`src/mava_pkg.sv`:
```
// Types, constants and the operation schedule for the mesh area and volume accumulator.
package mava_pkg;

  localparam int CoordBits = 24;
  localparam int EdgeBits  = CoordBits + 1;
  localparam int CrossBits = 2 * CoordBits + 2;
  localparam int AccBits   = 4 * CoordBits + 5;
  localparam int MulBBits  = 2 * CoordBits + 2;
  localparam int RootBits  = 2 * CoordBits + 2;
  localparam int PerimBits = CoordBits + 4;
  localparam int PrecBits  = 24;
  localparam int AreaBits  = 63;
  localparam int VolBits   = 64;
  localparam int NumUops   = 22;
  localparam int UopBits   = 5;
  localparam int NumSrc    = 17;

  typedef struct packed {
    logic signed [CoordBits-1:0] first_x;
    logic signed [CoordBits-1:0] first_y;
    logic signed [CoordBits-1:0] first_z;
    logic signed [CoordBits-1:0] second_x;
    logic signed [CoordBits-1:0] second_y;
    logic signed [CoordBits-1:0] second_z;
    logic signed [CoordBits-1:0] third_x;
    logic signed [CoordBits-1:0] third_y;
    logic signed [CoordBits-1:0] third_z;
    logic                        last_triangle;
  } in_item_t;

  typedef struct packed {
    logic [AreaBits-1:0]       surface_area;
    logic signed [VolBits-1:0] enclosed_volume;
    logic                      overflowed;
  } out_item_t;

  typedef enum logic [2:0] {
    ST_IDLE, ST_ISSUE, ST_MAC, ST_SQRT, ST_DIV, ST_UPDATE, ST_EMIT
  } state_e;

  typedef enum logic [4:0] {
    SRC_E0X, SRC_E0Y, SRC_E0Z, SRC_E1X, SRC_E1Y, SRC_E1Z, SRC_E2X, SRC_E2Y, SRC_E2Z,
    SRC_C0, SRC_C1, SRC_C2, SRC_PERIM, SRC_PREC, SRC_V0X, SRC_V0Y, SRC_V0Z
  } src_e;

  typedef enum logic [2:0] {
    POST_NONE, POST_PERIM, POST_C0, POST_C1, POST_C2, POST_DBL, POST_THR, POST_VOL
  } post_e;

  typedef struct packed {
    src_e  a;
    src_e  b;
    logic  neg;
    logic  clr;
    post_e post;
  } uop_t;

  function automatic uop_t uop_at(logic [UopBits-1:0] idx);
    uop_t u;
    u = '{a: SRC_E0X, b: SRC_E0X, neg: 1'b0, clr: 1'b1, post: POST_NONE};
    unique case (idx)
      5'd0:  u = '{a: SRC_E0X, b: SRC_E0X, neg: 1'b0, clr: 1'b1, post: POST_NONE};
      5'd1:  u = '{a: SRC_E0Y, b: SRC_E0Y, neg: 1'b0, clr: 1'b0, post: POST_NONE};
      5'd2:  u = '{a: SRC_E0Z, b: SRC_E0Z, neg: 1'b0, clr: 1'b0, post: POST_PERIM};
      5'd3:  u = '{a: SRC_E1X, b: SRC_E1X, neg: 1'b0, clr: 1'b1, post: POST_NONE};
      5'd4:  u = '{a: SRC_E1Y, b: SRC_E1Y, neg: 1'b0, clr: 1'b0, post: POST_NONE};
      5'd5:  u = '{a: SRC_E1Z, b: SRC_E1Z, neg: 1'b0, clr: 1'b0, post: POST_PERIM};
      5'd6:  u = '{a: SRC_E2X, b: SRC_E2X, neg: 1'b0, clr: 1'b1, post: POST_NONE};
      5'd7:  u = '{a: SRC_E2Y, b: SRC_E2Y, neg: 1'b0, clr: 1'b0, post: POST_NONE};
      5'd8:  u = '{a: SRC_E2Z, b: SRC_E2Z, neg: 1'b0, clr: 1'b0, post: POST_PERIM};
      5'd9:  u = '{a: SRC_E0Y, b: SRC_E1Z, neg: 1'b0, clr: 1'b1, post: POST_NONE};
      5'd10: u = '{a: SRC_E0Z, b: SRC_E1Y, neg: 1'b1, clr: 1'b0, post: POST_C0};
      5'd11: u = '{a: SRC_E0Z, b: SRC_E1X, neg: 1'b0, clr: 1'b1, post: POST_NONE};
      5'd12: u = '{a: SRC_E0X, b: SRC_E1Z, neg: 1'b1, clr: 1'b0, post: POST_C1};
      5'd13: u = '{a: SRC_E0X, b: SRC_E1Y, neg: 1'b0, clr: 1'b1, post: POST_NONE};
      5'd14: u = '{a: SRC_E0Y, b: SRC_E1X, neg: 1'b1, clr: 1'b0, post: POST_C2};
      5'd15: u = '{a: SRC_C0, b: SRC_C0, neg: 1'b0, clr: 1'b1, post: POST_NONE};
      5'd16: u = '{a: SRC_C1, b: SRC_C1, neg: 1'b0, clr: 1'b0, post: POST_NONE};
      5'd17: u = '{a: SRC_C2, b: SRC_C2, neg: 1'b0, clr: 1'b0, post: POST_DBL};
      5'd18: u = '{a: SRC_PERIM, b: SRC_PREC, neg: 1'b0, clr: 1'b1, post: POST_THR};
      5'd19: u = '{a: SRC_C0, b: SRC_V0X, neg: 1'b0, clr: 1'b1, post: POST_NONE};
      5'd20: u = '{a: SRC_C1, b: SRC_V0Y, neg: 1'b0, clr: 1'b0, post: POST_NONE};
      5'd21: u = '{a: SRC_C2, b: SRC_V0Z, neg: 1'b0, clr: 1'b0, post: POST_VOL};
      default: u = '{a: SRC_E0X, b: SRC_E0X, neg: 1'b0, clr: 1'b1, post: POST_NONE};
    endcase
    return u;
  endfunction

endpackage

```
`src/mava_mac.sv`:
```
// Shift-and-add multiply-accumulate unit, one partial product per cycle.
module mava_mac (
  input  logic                                   clk_i,
  input  logic                                   rst_ni,
  input  logic                                   start_i,
  input  logic                                   clr_i,
  input  logic signed [mava_pkg::AccBits-1:0]    a_i,
  input  logic signed [mava_pkg::MulBBits-1:0]   b_i,
  output logic                                   done_o,
  output logic signed [mava_pkg::AccBits-1:0]    acc_o
);

  logic                                 run_q;
  logic signed [mava_pkg::AccBits-1:0]  acc_q, ma_q;
  logic [mava_pkg::MulBBits-1:0]        mb_q;

  always_ff @(posedge clk_i or negedge rst_ni) begin
    if (!rst_ni) begin
      run_q <= 1'b0;
    end else if (start_i) begin
      run_q <= 1'b1;
    end else if (run_q && mb_q == '0) begin
      run_q <= 1'b0;
    end
  end

  always_ff @(posedge clk_i) begin
    if (start_i) begin
      if (clr_i) begin
        acc_q <= '0;
      end
      ma_q <= b_i[mava_pkg::MulBBits-1] ? -a_i : a_i;
      mb_q <= b_i[mava_pkg::MulBBits-1] ? -b_i : b_i;
    end else if (run_q && mb_q != '0) begin
      if (mb_q[0]) begin
        acc_q <= acc_q + ma_q;
      end
      ma_q <= ma_q <<< 1;
      mb_q <= mb_q >> 1;
    end
  end

  assign done_o = run_q && mb_q == '0;
  assign acc_o  = acc_q;

endmodule

```
`src/mava_sqrt.sv`:
```
// Digit-by-digit integer square root, one result bit per cycle.
module mava_sqrt (
  input  logic                                clk_i,
  input  logic                                rst_ni,
  input  logic                                start_i,
  input  logic [2*mava_pkg::RootBits-1:0]     rad_i,
  output logic                                done_o,
  output logic [mava_pkg::RootBits-1:0]       root_o
);

  localparam int Rb = mava_pkg::RootBits;
  localparam int Cb = $clog2(Rb + 1);

  logic             run_q;
  logic [Cb-1:0]    cnt_q;
  logic [2*Rb-1:0]  rad_q;
  logic [Rb:0]      rem_q;
  logic [Rb-1:0]    root_q;
  logic [Rb+2:0]    part;
  logic [Rb+2:0]    trial;
  logic             fits;

  assign part  = {rem_q, rad_q[2*Rb-1 -: 2]};
  assign trial = {1'b0, root_q, 2'b01};
  assign fits  = part >= trial;

  always_ff @(posedge clk_i or negedge rst_ni) begin
    if (!rst_ni) begin
      run_q <= 1'b0;
      cnt_q <= '0;
    end else if (start_i) begin
      run_q <= 1'b1;
      cnt_q <= Cb'(Rb);
    end else if (run_q) begin
      if (cnt_q == '0) begin
        run_q <= 1'b0;
      end else begin
        cnt_q <= cnt_q - 1'b1;
      end
    end
  end

  always_ff @(posedge clk_i) begin
    if (start_i) begin
      rad_q  <= rad_i;
      rem_q  <= '0;
      root_q <= '0;
    end else if (run_q && cnt_q != '0) begin
      rad_q  <= rad_q << 2;
      rem_q  <= fits ? (Rb+1)'(part - trial) : part[Rb:0];
      root_q <= {root_q[Rb-2:0], fits};
    end
  end

  assign done_o = run_q && cnt_q == '0;
  assign root_o = root_q;

endmodule

```
`src/mava_div6.sv`:
```
// Division by six, sixteen dividend bits per cycle through a reciprocal multiply.
module mava_div6 (
  input  logic                              clk_i,
  input  logic                              rst_ni,
  input  logic                              start_i,
  input  logic [mava_pkg::AccBits-1:0]      num_i,
  output logic                              done_o,
  output logic [mava_pkg::AccBits-1:0]      quo_o
);

  localparam int Ab = mava_pkg::AccBits;
  localparam int Db = 16;
  localparam int Nd = (Ab + Db - 1) / Db;
  localparam int Pb = Nd * Db;
  localparam int Cb = $clog2(Nd + 1);
  localparam int Tb = Db + 3;
  localparam int Sh = Tb + 3;
  localparam int Mb = Tb + Sh;
  localparam logic [Sh-1:0] Recip = Sh'((64'd1 << Sh) / 6 + 1);

  logic          run_q;
  logic [Cb-1:0] cnt_q;
  logic [Pb-1:0] num_q;
  logic [Ab-1:0] quo_q;
  logic [2:0]    rem_q;
  logic [Tb-1:0] part;
  logic [Mb-1:0] prod;
  logic [Db-1:0] qd;
  logic [Tb-1:0] back;

  assign part = {rem_q, num_q[Pb-1 -: Db]};
  assign prod = Mb'(part) * Mb'(Recip);
  assign qd   = prod[Sh +: Db];
  assign back = part - Tb'({qd, 2'b00}) - Tb'({qd, 1'b0});

  always_ff @(posedge clk_i or negedge rst_ni) begin
    if (!rst_ni) begin
      run_q <= 1'b0;
      cnt_q <= '0;
    end else if (start_i) begin
      run_q <= 1'b1;
      cnt_q <= Cb'(Nd);
    end else if (run_q) begin
      if (cnt_q == '0) begin
        run_q <= 1'b0;
      end else begin
        cnt_q <= cnt_q - 1'b1;
      end
    end
  end

  always_ff @(posedge clk_i) begin
    if (start_i) begin
      num_q <= {{(Pb-Ab){1'b0}}, num_i};
      quo_q <= '0;
      rem_q <= '0;
    end else if (run_q && cnt_q != '0) begin
      num_q <= num_q << Db;
      quo_q <= {quo_q[Ab-Db-1:0], qd};
      rem_q <= back[2:0];
    end
  end

  assign done_o = run_q && cnt_q == '0;
  assign quo_o  = quo_q;

endmodule

```
`src/mesh_area_volume_accumulator_unit.sv`:
```
// Top level of the triangle mesh surface area and signed volume accumulator.
// Each input item is one triangle given by three vertices in signed Q15.8.
// An item is taken when in_valid_i is high and in_stall_o is low; in_stall_o
// stays high from acceptance until the triangle is fully processed.
// The triangle is worked through a fixed schedule of 22 multiply-accumulate
// steps on one shift-and-add multiplier, four square roots on one digit-serial
// root unit and one division by six that retires sixteen bits per cycle.
// A multiply step lasts longer the more bits the magnitude of its second
// operand has, so the time from acceptance until the next item can be
// taken depends on the coordinates of the triangle.
// After a triangle with last_triangle set, the totals are placed in the output
// register and cleared; out_valid_o then holds until out_stall_i is low.
// If the previous result is still waiting, the block holds until it is taken.
// Reset clears the totals, the overflow flag, the tolerance register and the
// output valid flag. cfg_we_i writes the degeneracy tolerance; write it only
// while the block is idle.
module mesh_area_volume_accumulator_unit (
  input  logic                        clk_i,
  input  logic                        rst_ni,
  input  logic                        in_valid_i,
  output logic                        in_stall_o,
  input  mava_pkg::in_item_t          in_item_i,
  output logic                        out_valid_o,
  input  logic                        out_stall_i,
  output mava_pkg::out_item_t         out_item_o,
  input  logic                        cfg_we_i,
  input  logic [mava_pkg::PrecBits-1:0] cfg_wdata_i
);

  localparam int Cw = mava_pkg::CoordBits;
  localparam int Ew = mava_pkg::EdgeBits;
  localparam int Aw = mava_pkg::AccBits;
  localparam int Rw = mava_pkg::RootBits;
  localparam int Pw = mava_pkg::PerimBits;
  localparam int Xw = mava_pkg::CrossBits;
  localparam logic [63:0] AreaMax = 64'h7FFF_FFFF_FFFF_FFFF;
  localparam logic [63:0] VolMin  = 64'h8000_0000_0000_0000;

  mava_pkg::state_e state_q, state_d;
  logic [mava_pkg::UopBits-1:0] step_q;
  mava_pkg::uop_t uop;

  logic [mava_pkg::PrecBits-1:0] prec_q;
  logic signed [Cw-1:0] v_q [3][3];
  logic                 last_q;
  logic signed [Ew-1:0] e [3][3];
  logic signed [Xw-1:0] c_q [3];
  logic [Pw-1:0]        perim_q;
  logic [Rw-1:0]        dbl_q;
  logic [Aw-1:0]        thr_q;
  logic                 vneg_q;

  logic [mava_pkg::AreaBits-1:0] area_q;
  logic signed [63:0]            vol_q;
  logic                          ovf_q;
  logic                          out_valid_q;
  mava_pkg::out_item_t           out_q;

  logic signed [Aw-1:0] src_val [mava_pkg::NumSrc];
  logic signed [Aw-1:0] a_op;
  logic                 mac_start, mac_done, sqrt_start, sqrt_done, div_start, div_done;
  logic signed [Aw-1:0] acc;
  logic [Rw-1:0]        root;
  logic [Aw-1:0]        quo;
  logic [Aw-1:0]        acc_mag;

  logic                 take;
  logic [63:0]          half_ext;
  logic [63:0]          area_sum;
  logic [62:0]          area_d;
  logic                 area_ovf;
  logic [63:0]          vc;
  logic                 vc_ovf;
  logic [64:0]          vsum;
  logic [63:0]          vol_d;
  logic                 vol_ovf;
  logic                 out_free;

  assign uop = mava_pkg::uop_at(step_q);

  always_comb begin
    for (int i = 0; i < 3; i++) begin
      for (int k = 0; k < 3; k++) begin
        e[i][k] = Ew'(v_q[(i + 1) % 3][k]) - Ew'(v_q[i][k]);
      end
    end
  end

  always_comb begin
    src_val[mava_pkg::SRC_E0X]   = Aw'(e[0][0]);
    src_val[mava_pkg::SRC_E0Y]   = Aw'(e[0][1]);
    src_val[mava_pkg::SRC_E0Z]   = Aw'(e[0][2]);
    src_val[mava_pkg::SRC_E1X]   = Aw'(e[1][0]);
    src_val[mava_pkg::SRC_E1Y]   = Aw'(e[1][1]);
    src_val[mava_pkg::SRC_E1Z]   = Aw'(e[1][2]);
    src_val[mava_pkg::SRC_E2X]   = Aw'(e[2][0]);
    src_val[mava_pkg::SRC_E2Y]   = Aw'(e[2][1]);
    src_val[mava_pkg::SRC_E2Z]   = Aw'(e[2][2]);
    src_val[mava_pkg::SRC_C0]    = Aw'(c_q[0]);
    src_val[mava_pkg::SRC_C1]    = Aw'(c_q[1]);
    src_val[mava_pkg::SRC_C2]    = Aw'(c_q[2]);
    src_val[mava_pkg::SRC_PERIM] = Aw'({1'b0, perim_q});
    src_val[mava_pkg::SRC_PREC]  = Aw'({1'b0, prec_q});
    src_val[mava_pkg::SRC_V0X]   = Aw'(v_q[0][0]);
    src_val[mava_pkg::SRC_V0Y]   = Aw'(v_q[0][1]);
    src_val[mava_pkg::SRC_V0Z]   = Aw'(v_q[0][2]);
  end

  assign a_op = uop.neg ? -src_val[uop.a] : src_val[uop.a];
  assign acc_mag = acc[Aw-1] ? -acc : acc;

  mava_mac u_mac (
    .clk_i  (clk_i),
    .rst_ni (rst_ni),
    .start_i(mac_start),
    .clr_i  (uop.clr),
    .a_i    (a_op),
    .b_i    (mava_pkg::MulBBits'(src_val[uop.b])),
    .done_o (mac_done),
    .acc_o  (acc)
  );

  mava_sqrt u_sqrt (
    .clk_i  (clk_i),
    .rst_ni (rst_ni),
    .start_i(sqrt_start),
    .rad_i  (acc[2*Rw-1:0]),
    .done_o (sqrt_done),
    .root_o (root)
  );

  mava_div6 u_div (
    .clk_i  (clk_i),
    .rst_ni (rst_ni),
    .start_i(div_start),
    .num_i  (acc_mag),
    .done_o (div_done),
    .quo_o  (quo)
  );

  always_comb begin
    take     = {{(Aw-Rw){1'b0}}, dbl_q} > thr_q;
    half_ext = 64'(dbl_q >> 1);
    area_sum = {1'b0, area_q} + {1'b0, half_ext[62:0]};
    area_ovf = half_ext[63] || area_sum[63];
    area_d   = area_ovf ? AreaMax[62:0] : area_sum[62:0];
    vc_ovf   = 1'b0;
    if (vneg_q) begin
      if (quo[Aw-1:64] == '0 && quo[63:0] <= VolMin) begin
        vc = -quo[63:0];
      end else begin
        vc     = VolMin;
        vc_ovf = 1'b1;
      end
    end else begin
      if (quo[Aw-1:63] == '0) begin
        vc = quo[63:0];
      end else begin
        vc     = AreaMax;
        vc_ovf = 1'b1;
      end
    end
    vsum    = {vol_q[63], vol_q} + {vc[63], vc};
    vol_ovf = vsum[64] != vsum[63];
    vol_d   = vol_ovf ? (vsum[64] ? VolMin : AreaMax) : vsum[63:0];
  end

  assign out_free = !out_valid_q || !out_stall_i;

  always_comb begin
    state_d    = state_q;
    mac_start  = 1'b0;
    sqrt_start = 1'b0;
    div_start  = 1'b0;
    unique case (state_q)
      mava_pkg::ST_IDLE: begin
        if (in_valid_i) begin
          state_d = mava_pkg::ST_ISSUE;
        end
      end
      mava_pkg::ST_ISSUE: begin
        mac_start = 1'b1;
        state_d   = mava_pkg::ST_MAC;
      end
      mava_pkg::ST_MAC: begin
        if (mac_done) begin
          unique case (uop.post) inside
            mava_pkg::POST_PERIM, mava_pkg::POST_DBL: begin
              sqrt_start = 1'b1;
              state_d    = mava_pkg::ST_SQRT;
            end
            mava_pkg::POST_VOL: begin
              div_start = 1'b1;
              state_d   = mava_pkg::ST_DIV;
            end
            default: state_d = mava_pkg::ST_ISSUE;
          endcase
        end
      end
      mava_pkg::ST_SQRT: begin
        if (sqrt_done) begin
          state_d = mava_pkg::ST_ISSUE;
        end
      end
      mava_pkg::ST_DIV: begin
        if (div_done) begin
          state_d = mava_pkg::ST_UPDATE;
        end
      end
      mava_pkg::ST_UPDATE: begin
        state_d = last_q ? mava_pkg::ST_EMIT : mava_pkg::ST_IDLE;
      end
      mava_pkg::ST_EMIT: begin
        if (out_free) begin
          state_d = mava_pkg::ST_IDLE;
        end
      end
      default: state_d = mava_pkg::ST_IDLE;
    endcase
  end

  always_ff @(posedge clk_i or negedge rst_ni) begin
    if (!rst_ni) begin
      state_q     <= mava_pkg::ST_IDLE;
      step_q      <= '0;
      prec_q      <= '0;
      area_q      <= '0;
      vol_q       <= '0;
      ovf_q       <= 1'b0;
      out_valid_q <= 1'b0;
    end else begin
      state_q <= state_d;
      if (cfg_we_i) begin
        prec_q <= cfg_wdata_i;
      end
      if (state_q == mava_pkg::ST_IDLE) begin
        step_q <= '0;
      end else if ((state_q == mava_pkg::ST_MAC && mac_done &&
                    uop.post != mava_pkg::POST_PERIM && uop.post != mava_pkg::POST_DBL &&
                    uop.post != mava_pkg::POST_VOL) ||
                   (state_q == mava_pkg::ST_SQRT && sqrt_done)) begin
        step_q <= step_q + 1'b1;
      end
      if (state_q == mava_pkg::ST_UPDATE && take) begin
        area_q <= area_d;
        vol_q  <= vol_d;
        ovf_q  <= ovf_q | area_ovf | vc_ovf | vol_ovf;
      end
      if (state_q == mava_pkg::ST_EMIT && out_free) begin
        out_valid_q <= 1'b1;
        area_q      <= '0;
        vol_q       <= '0;
        ovf_q       <= 1'b0;
      end else if (!out_stall_i) begin
        out_valid_q <= 1'b0;
      end
    end
  end

  always_ff @(posedge clk_i) begin
    if (state_q == mava_pkg::ST_IDLE && in_valid_i) begin
      v_q[0][0] <= in_item_i.first_x;
      v_q[0][1] <= in_item_i.first_y;
      v_q[0][2] <= in_item_i.first_z;
      v_q[1][0] <= in_item_i.second_x;
      v_q[1][1] <= in_item_i.second_y;
      v_q[1][2] <= in_item_i.second_z;
      v_q[2][0] <= in_item_i.third_x;
      v_q[2][1] <= in_item_i.third_y;
      v_q[2][2] <= in_item_i.third_z;
      last_q    <= in_item_i.last_triangle;
      perim_q   <= '0;
    end
    if (state_q == mava_pkg::ST_MAC && mac_done) begin
      case (uop.post)
        mava_pkg::POST_C0:  c_q[0] <= Xw'(acc);
        mava_pkg::POST_C1:  c_q[1] <= Xw'(acc);
        mava_pkg::POST_C2:  c_q[2] <= Xw'(acc);
        mava_pkg::POST_THR: thr_q  <= acc;
        mava_pkg::POST_VOL: vneg_q <= acc[Aw-1];
        default: ;
      endcase
    end
    if (state_q == mava_pkg::ST_SQRT && sqrt_done) begin
      if (uop.post == mava_pkg::POST_PERIM) begin
        perim_q <= perim_q + Pw'(root);
      end else begin
        dbl_q <= root;
      end
    end
    if (state_q == mava_pkg::ST_EMIT && out_free) begin
      out_q.surface_area    <= area_q;
      out_q.enclosed_volume <= vol_q;
      out_q.overflowed      <= ovf_q;
    end
  end

  assign in_stall_o  = state_q != mava_pkg::ST_IDLE;
  assign out_valid_o = out_valid_q;
  assign out_item_o  = out_q;

endmodule
```
`config.mk`:
```
export PLATFORM = sky130hd
export DESIGN_NAME = mesh_area_volume_accumulator_unit
export DESIGN_NICKNAME = d
export VERILOG_FILES = /design/src/mava_pkg.sv /design/src/mava_mac.sv /design/src/mava_sqrt.sv /design/src/mava_div6.sv /design/src/mesh_area_volume_accumulator_unit.sv
export SDC_FILE = /design/constraint.sdc
export NUM_CORES = 2
export LEC_CHECK = 0
export ABC_CLOCK_PERIOD_IN_PS = 48800
export BUFFER_PORTS_ARGS = -buffer_cell sky130_fd_sc_hd__buf_2
export CORE_MARGIN = 4
export CORE_UTILIZATION = 55
export CTS_BUF_LIST = sky130_fd_sc_hd__clkbuf_4 sky130_fd_sc_hd__clkbuf_8
export DETAILED_ROUTE_END_ITERATION = 8
export PLACE_DENSITY_LB_ADDON = 0.2
export SETUP_SLACK_MARGIN = 0.15
export SKIP_LAST_GASP = 1
export SLEW_MARGIN = 15
export SYNTH_ARGS = -nofsm -noshare
export SYNTH_HDL_FRONTEND = slang
export SYNTH_SLANG_ARGS = --single-unit
```
`constraint.sdc`:
```
create_clock -name clk_i -period 48.8 [get_ports clk_i]
set_clock_uncertainty 0.05 [all_clocks]
set_input_delay 12.2 -clock clk_i [delete_from_list [all_inputs] [get_ports clk_i]]
set_output_delay 12.2 -clock clk_i [all_outputs]
set_load 0.02 [all_outputs]
```
* After elaboration in Yosys (flattened, before gate mapping)
Memories as Yosys holds them, arrays and structs flattened. Cells that the tools add are included.
Word-level totals: register bits 1151, RAM bits 366, memory bits (read-only) 448, input bits 246, output and inout bits 130, word-level logic and storage cells 234, memories kept 3
Memory list:
- (no name shown) | words 32, width 14, rd ports 1, clocked after Yosys merged registers in 0, write ports 0, RTL line mava_pkg.sv:61 | unique case (idx)
- v_q | words 3, width 72, rd ports 3, clocked after Yosys merged registers in 0, write ports 3, RTL line mesh_area_volume_accumulator_unit.sv:44 | logic signed [Cw-1:0] v_q [3][3];
- c_q | words 3, width 50, rd ports 3, clocked after Yosys merged registers in 0, write ports 1, RTL line mesh_area_volume_accumulator_unit.sv:47 | logic signed [Xw-1:0] c_q [3];
Cells by class: add/subtract/negate cells 24, multipliers 1, magnitude comparators 5, equality and inequality tests 26, mux-type cells 91, bitwise gates (word level) 6, reduce and logical (&&, ||, !) cells 48
Operators with widths (number):
- 2-to-1 mux 101 bit | 13
- binary-select mux 101 bit (select 5 bit) | 2
- 2-to-1 mux 64 bit | 7
- 2-to-1 mux 50 bit | 7
- negation 101 bit | 3
- subtractor 24 x 24 -> 25 bit | 9
- 2-to-1 mux 100 bit | 2
- 2-to-1 mux 63 bit | 3
- adder 101 bit | 1
- > comparator 50 x 101 -> 1 bit | 1
- OR reduction 50 bit | 2
- 2-to-1 mux 28 bit | 3
- adder 64 x 64 -> 65 bit | 1
- adder 63 x 49 -> 64 bit | 1
- <= comparator 64 bit (second input constant) | 1
- negation 64 bit | 1
- greater-or-equal comparator 53 x 52 -> 1 bit | 1
- 2-to-1 mux 51 bit | 1
- subtractor 51 bit | 1
- logical NOT 50 bit | 1
- negation 50 bit | 1
- nonzero test 50 bit | 1
- logical NOT 38 bit | 1
- multiplier 19 x 20 -> 38 bit (second input constant) | 1
- 37 further kinds | 136

* Depth between registers and ports, before layout
An unclocked memory read counts as a cell.
word-level depth 10, gate-level depth with buffers 42, mapped depth without buffers 39

* Hierarchy
Synthesis repeated with hierarchy kept, for this count alone.
Second synthesis, totals: cell total of the unflattened synthesis 11844, area, all modules 108019.8 um2
Modules (own cells, without submodules):
- mesh_area_volume_accumulator_unit | instances 1, cells each 7147, area an instance 63298.2 um2, sequential area each 24018.0 um2
- mava_mac | instances 1, cells each 2188, area an instance 19393.6 um2, sequential area each 7592.3 um2
- mava_div6 | instances 1, cells each 1277, area an instance 13518.0 um2, sequential area each 5435.2 um2
- mava_sqrt | instances 1, cells each 1232, area an instance 11810.1 um2, sequential area each 5200.0 um2

* Worst setup path after synthesis
No wires, ideal clock.
path kind flip-flop to flip-flop, from register u_mac.mb_q[9] in the netlist's numbering, to register u_mac.acc_q, in the netlist u_mac.acc_o[0], enable pin, setup time 715 ps, arrival 18926 ps, setup slack 29110 ps, stages on the path, launching flop included 6, buffers on the path 0, clock period less this slack 19690 ps, path through edfxtp_1 nor4_1 nand4_1 nor4_1 o21ai_0 a21boi_0
On the way: longest elaborated chain between the ends 4
RTL lines:
- start, declared | RTL line mava_mac.sv:15 | logic [mava_pkg::MulBBits-1:0] mb_q;
- start signal, assigned | RTL line mava_mac.sv:33 | mb_q <= b_i[mava_pkg::MulBBits-1] ? -b_i : b_i;
- start signal, assigned | RTL line mava_mac.sv:39 | mb_q <= mb_q >> 1;
- nonzero test 50 bit | RTL line mava_mac.sv:34 | end else if (run_q && mb_q != '0) begin
- logical AND 1 bit | RTL line mava_mac.sv:34
- nonzero test 2 bit (no line)
- AND reduction 3 bit (no line)
- end signal, assigned | RTL line mava_mac.sv:36 | acc_q <= acc_q + ma_q;
- end, declared | RTL line mava_mac.sv:14 | logic signed [mava_pkg::AccBits-1:0] acc_q, ma_q;
No other way between the ends. A chain may end at the register's enable or synchronous reset.

* Worst setup path in the final report
from register state_q[2], to output port in_stall_o
On the way: longest elaborated chain between the ends 1
RTL lines:
- start, declared | RTL line mesh_area_volume_accumulator_unit.sv:39 | mava_pkg::state_e state_q, state_d;
- start signal, assigned | RTL line mesh_area_volume_accumulator_unit.sv:224 | state_q <= mava_pkg::ST_IDLE;
- start signal, assigned | RTL line mesh_area_volume_accumulator_unit.sv:232 | state_q <= state_d;
- nonzero test 3 bit | RTL line mesh_area_volume_accumulator_unit.sv:298 | assign in_stall_o = state_q != mava_pkg::ST_IDLE;
- end, declared | RTL line mesh_area_volume_accumulator_unit.sv:21 | output logic in_stall_o,
No other way between the ends.

==> impl_results.md <==
* Area Growth Syn to Fin at 9.05%
* DRC viols at 0
* Crit path max fanout at 13
* TritonCTS Sinks at 1517
* PD cells at 22.8 nW/um^2
* Total core area at 193000 sq um
* Max_cap viols at 0
* Clock root buffer: clkbuf_8
* Fin util at 60.4%
* Sequential cell area at 42200 sq um
* WP depth at 4
* Die area at 201000 sq um
* CP Data Arrival Time at 2.45 ns
* Largest net degree at the start of global routing at 139
* Initial DRC count at 12505
* Total track usage at 36.8%
* Hold Vio Cnt, Final at 0
* Num CTS Buffers at 283
* Met2 wire len at 160000 um
* Post CTS Setup Buffer Count at 0
* Crit path time final at 14.70 ns
* Vias in the first global route at 89820
* Row count at 161
* GRT overflow at 0
* Avg Synthesized Cell Area at 8.99 sq um
* Sequential cell area fraction in the yosys report at 39.6%
* Main synth FF type: edfxtp_1
* Setup violations, final at 0
* Avg WL per Cell at 25.6 um
* Vias per cell at 6.51
* Final #Nets at 13167
* Synthesized net count at 12924
* First-pass GRT wire length at 562000 um
* Worst endpoint required time at 36.55 ns
* Worst vdd rail ir drop at 0.0000215 V
* DR top layer: met5
* Hold path depth at 2
* Syn. warnings at 0
* Clock latency on the worst-skew pair at 1.09 ns
* PostCTS Resize Cnt at 0
* Max Transition Viols Final at 0
* Critical path's largest stage delay at 0.71 ns
* Flops & latches, synth at 1517
* Peak Freq at 68.0 MHz
* Number of enable flip-flop cells after synthesis at 1100
* Fin crit share at 30.1%
* Post-Syn Area at 107000 sq um
* IO buf count at 375
* Critical path class: reg -> out
* Leading cell types in the layout, fill and taps excluded: 1774 x nand2_1, 1100 x edfxtp_1, 967 x a21oi_1
* CP top delay family: flip-flops
* HPWL Detailed at 284000 um
* Detailed Route WL at 380000 um
* H-tree Lvls at 5
* Starting Density at 55.4%
* CTS max path bufs at 4
* Final TNS setup at 0 ns
* R2R cell count at 39
* Run status: complete, no violations
* Die W at 448 um
* Async set or reset register ratio after synthesis at 11.4%
* Area of the multi-input gates at 59600 sq um
* Most common cell after layout, fill and taps aside: nand2_1
* Fill cells at 16779
* CTS Hold Bufs at 0
* Drt first pass iters at 7
* Crit end category: output port
* Normalized max-slew margin at 15.0%
* Startpoint types: flip-flop
* CTS tree: done
* Worst-path clk slew at 0.06 ns
* Distinct cell type count after synthesis at 146
* Static Leakage at 46.4 nW
* Critical Path, Cell by Cell: nor3_1, buf_4, inv_1, buf_2
* Crit path buffers/inverters at 3
* Wire length on met3 at 44000 um
* Share of cells above drive strength 1 at 10.6%
* Hold Path Class: reg -> reg
* Antenna-violating nets left at 0
* Unrepaired setup endpoints after global routing: no
* # IOs at 376
* Initial antenna violation count at 13
* Slew @ Worst Pin at 1.27 ns
* Vias at 96593
* Synthesized instance count at 11860
* Final Wtd Congestion at 1.07
* Slowest cell on the critical path: dfrtp_1
* Die Y at 448 um
* Wl on met1 at 151000 um
per-stage QoR:
stage	instances	instance area [sq um]	power, mW	setup slack (ns)	hold slack [ns]
global route	14839	116000	2.72	34.04	0.427
floorplan	11860	107000	1.40	29.11	0.375
detailed placement	14344	111000	1.42	33.39	0.402
global placement	14344	111000	1.42	33.52	0.395
CTS	14837	116000	2.66	34.05	0.412
finish	14849	116000	2.64	34.10	0.406
cell families after synthesis:
group                    after synthesis  share of synthesized area [%]
flip-flops                          1517                           39.6
adder cells (fa/ha/maj)              819                           10.4
XOR/XNOR                             637                           5.23
AO/OA/AOI/OAI                       3423                           20.6
AND/OR/NAND/NOR                     4095                           17.7
buffers and inverters               1230                           4.80
multiplexers                         139                           1.62
registers in the layout, indices dropped and copies added (netlist names), 28 cells and up:
name           count
u_sqrt.root_o     50
v_q              216
u_sqrt.rem_q      51
dbl_q             50
perim_q           28
c_q              150
u_mac.mb_q        50
thr_q            101
vol_q             64
u_mac.ma_q       101
u_div.quo_o      101
area_q            63
u_sqrt.rad_q     100
out_item_o       128
u_div.num_q      112
u_mac.acc_o      101
area by class of cell:
type,instances,area share (%)
Antenna cell,12,0.0258
Clock buffer,398,4.23
Clock inverter,95,0.592
Inverter,643,2.09
Multi-Input combinational cell,9113,51.3
Sequential cell,1517,36.3
Tap cell,2526,2.72
Timing Repair Buffer,545,2.74
routing by layer:
layer,up-vias,global-route usage (%)
li1,43753,-
met1,46113,49.4
met2,5500,54.5
met3,1217,9.42
met4,10,20.2
met5,-,0
power breakdown:
group	leakage (nW)	internal [mW]	switching, mW	total [mW]
Combinational	31.0	0.00900	0.00813	0.0172
Sequential	12.4	1.37	0.00415	1.38
Clock	2.99	0.697	0.555	1.25
Total	46.4	2.08	0.567	2.64
final timing paths:
check | startpoint | endpoint | slack (ns)
max | state_q[2] | in_stall_o | 34.10
max in group asynchronous | rst_ni | vol_q[62] | 35.55
min in group asynchronous | rst_ni | area_q[2] | 11.13
min reg2reg | u_div.quo_o[100] | u_div.quo_o[100] | 0.41
max reg2reg | u_div.quo_o[0] | vol_q[31] | 36.41
min | u_div.quo_o[100] | u_div.quo_o[100] | 0.41
cells in the mapped netlist (all sizes together) (108+ instances only):
cell / number / area share [%]
edfxtp: 1100 / 31
xor2: 315 / 2.6
xnor2: 322 / 2.6
o211ai: 115 / 0.82
nand2: 1805 / 6.4
nor3: 207 / 0.98
nor2: 865 / 3.1
ha: 703 / 8.3
dfxtp: 244 / 4.6
nand2b: 131 / 0.79
a21oi: 975 / 4.6
o21a: 108 / 0.76
inv: 641 / 2.3
a21o: 274 / 1.9
a211oi: 126 / 0.90
o21ai: 852 / 4.0
fa: 115 / 2.2
buf: 187 / 1.1
clkbuf: 396 / 1.4
a31oi: 173 / 1.0
nand3: 306 / 1.4
dfrtp: 173 / 4.1
worst register-to-register path, delay by kind of cell (launching register included):
family	cells	cell delay (ns)
adder cells (fa/ha/maj)	2	0.58
XOR/XNOR	2	1.16
AO/OA/AOI/OAI	17	5.22
flip-flops	1	0.35
buffers and inverters	3	1.01
AND/OR/NAND/NOR	15	3.95
Note: power is estimated with default switching activity, not from simulation.
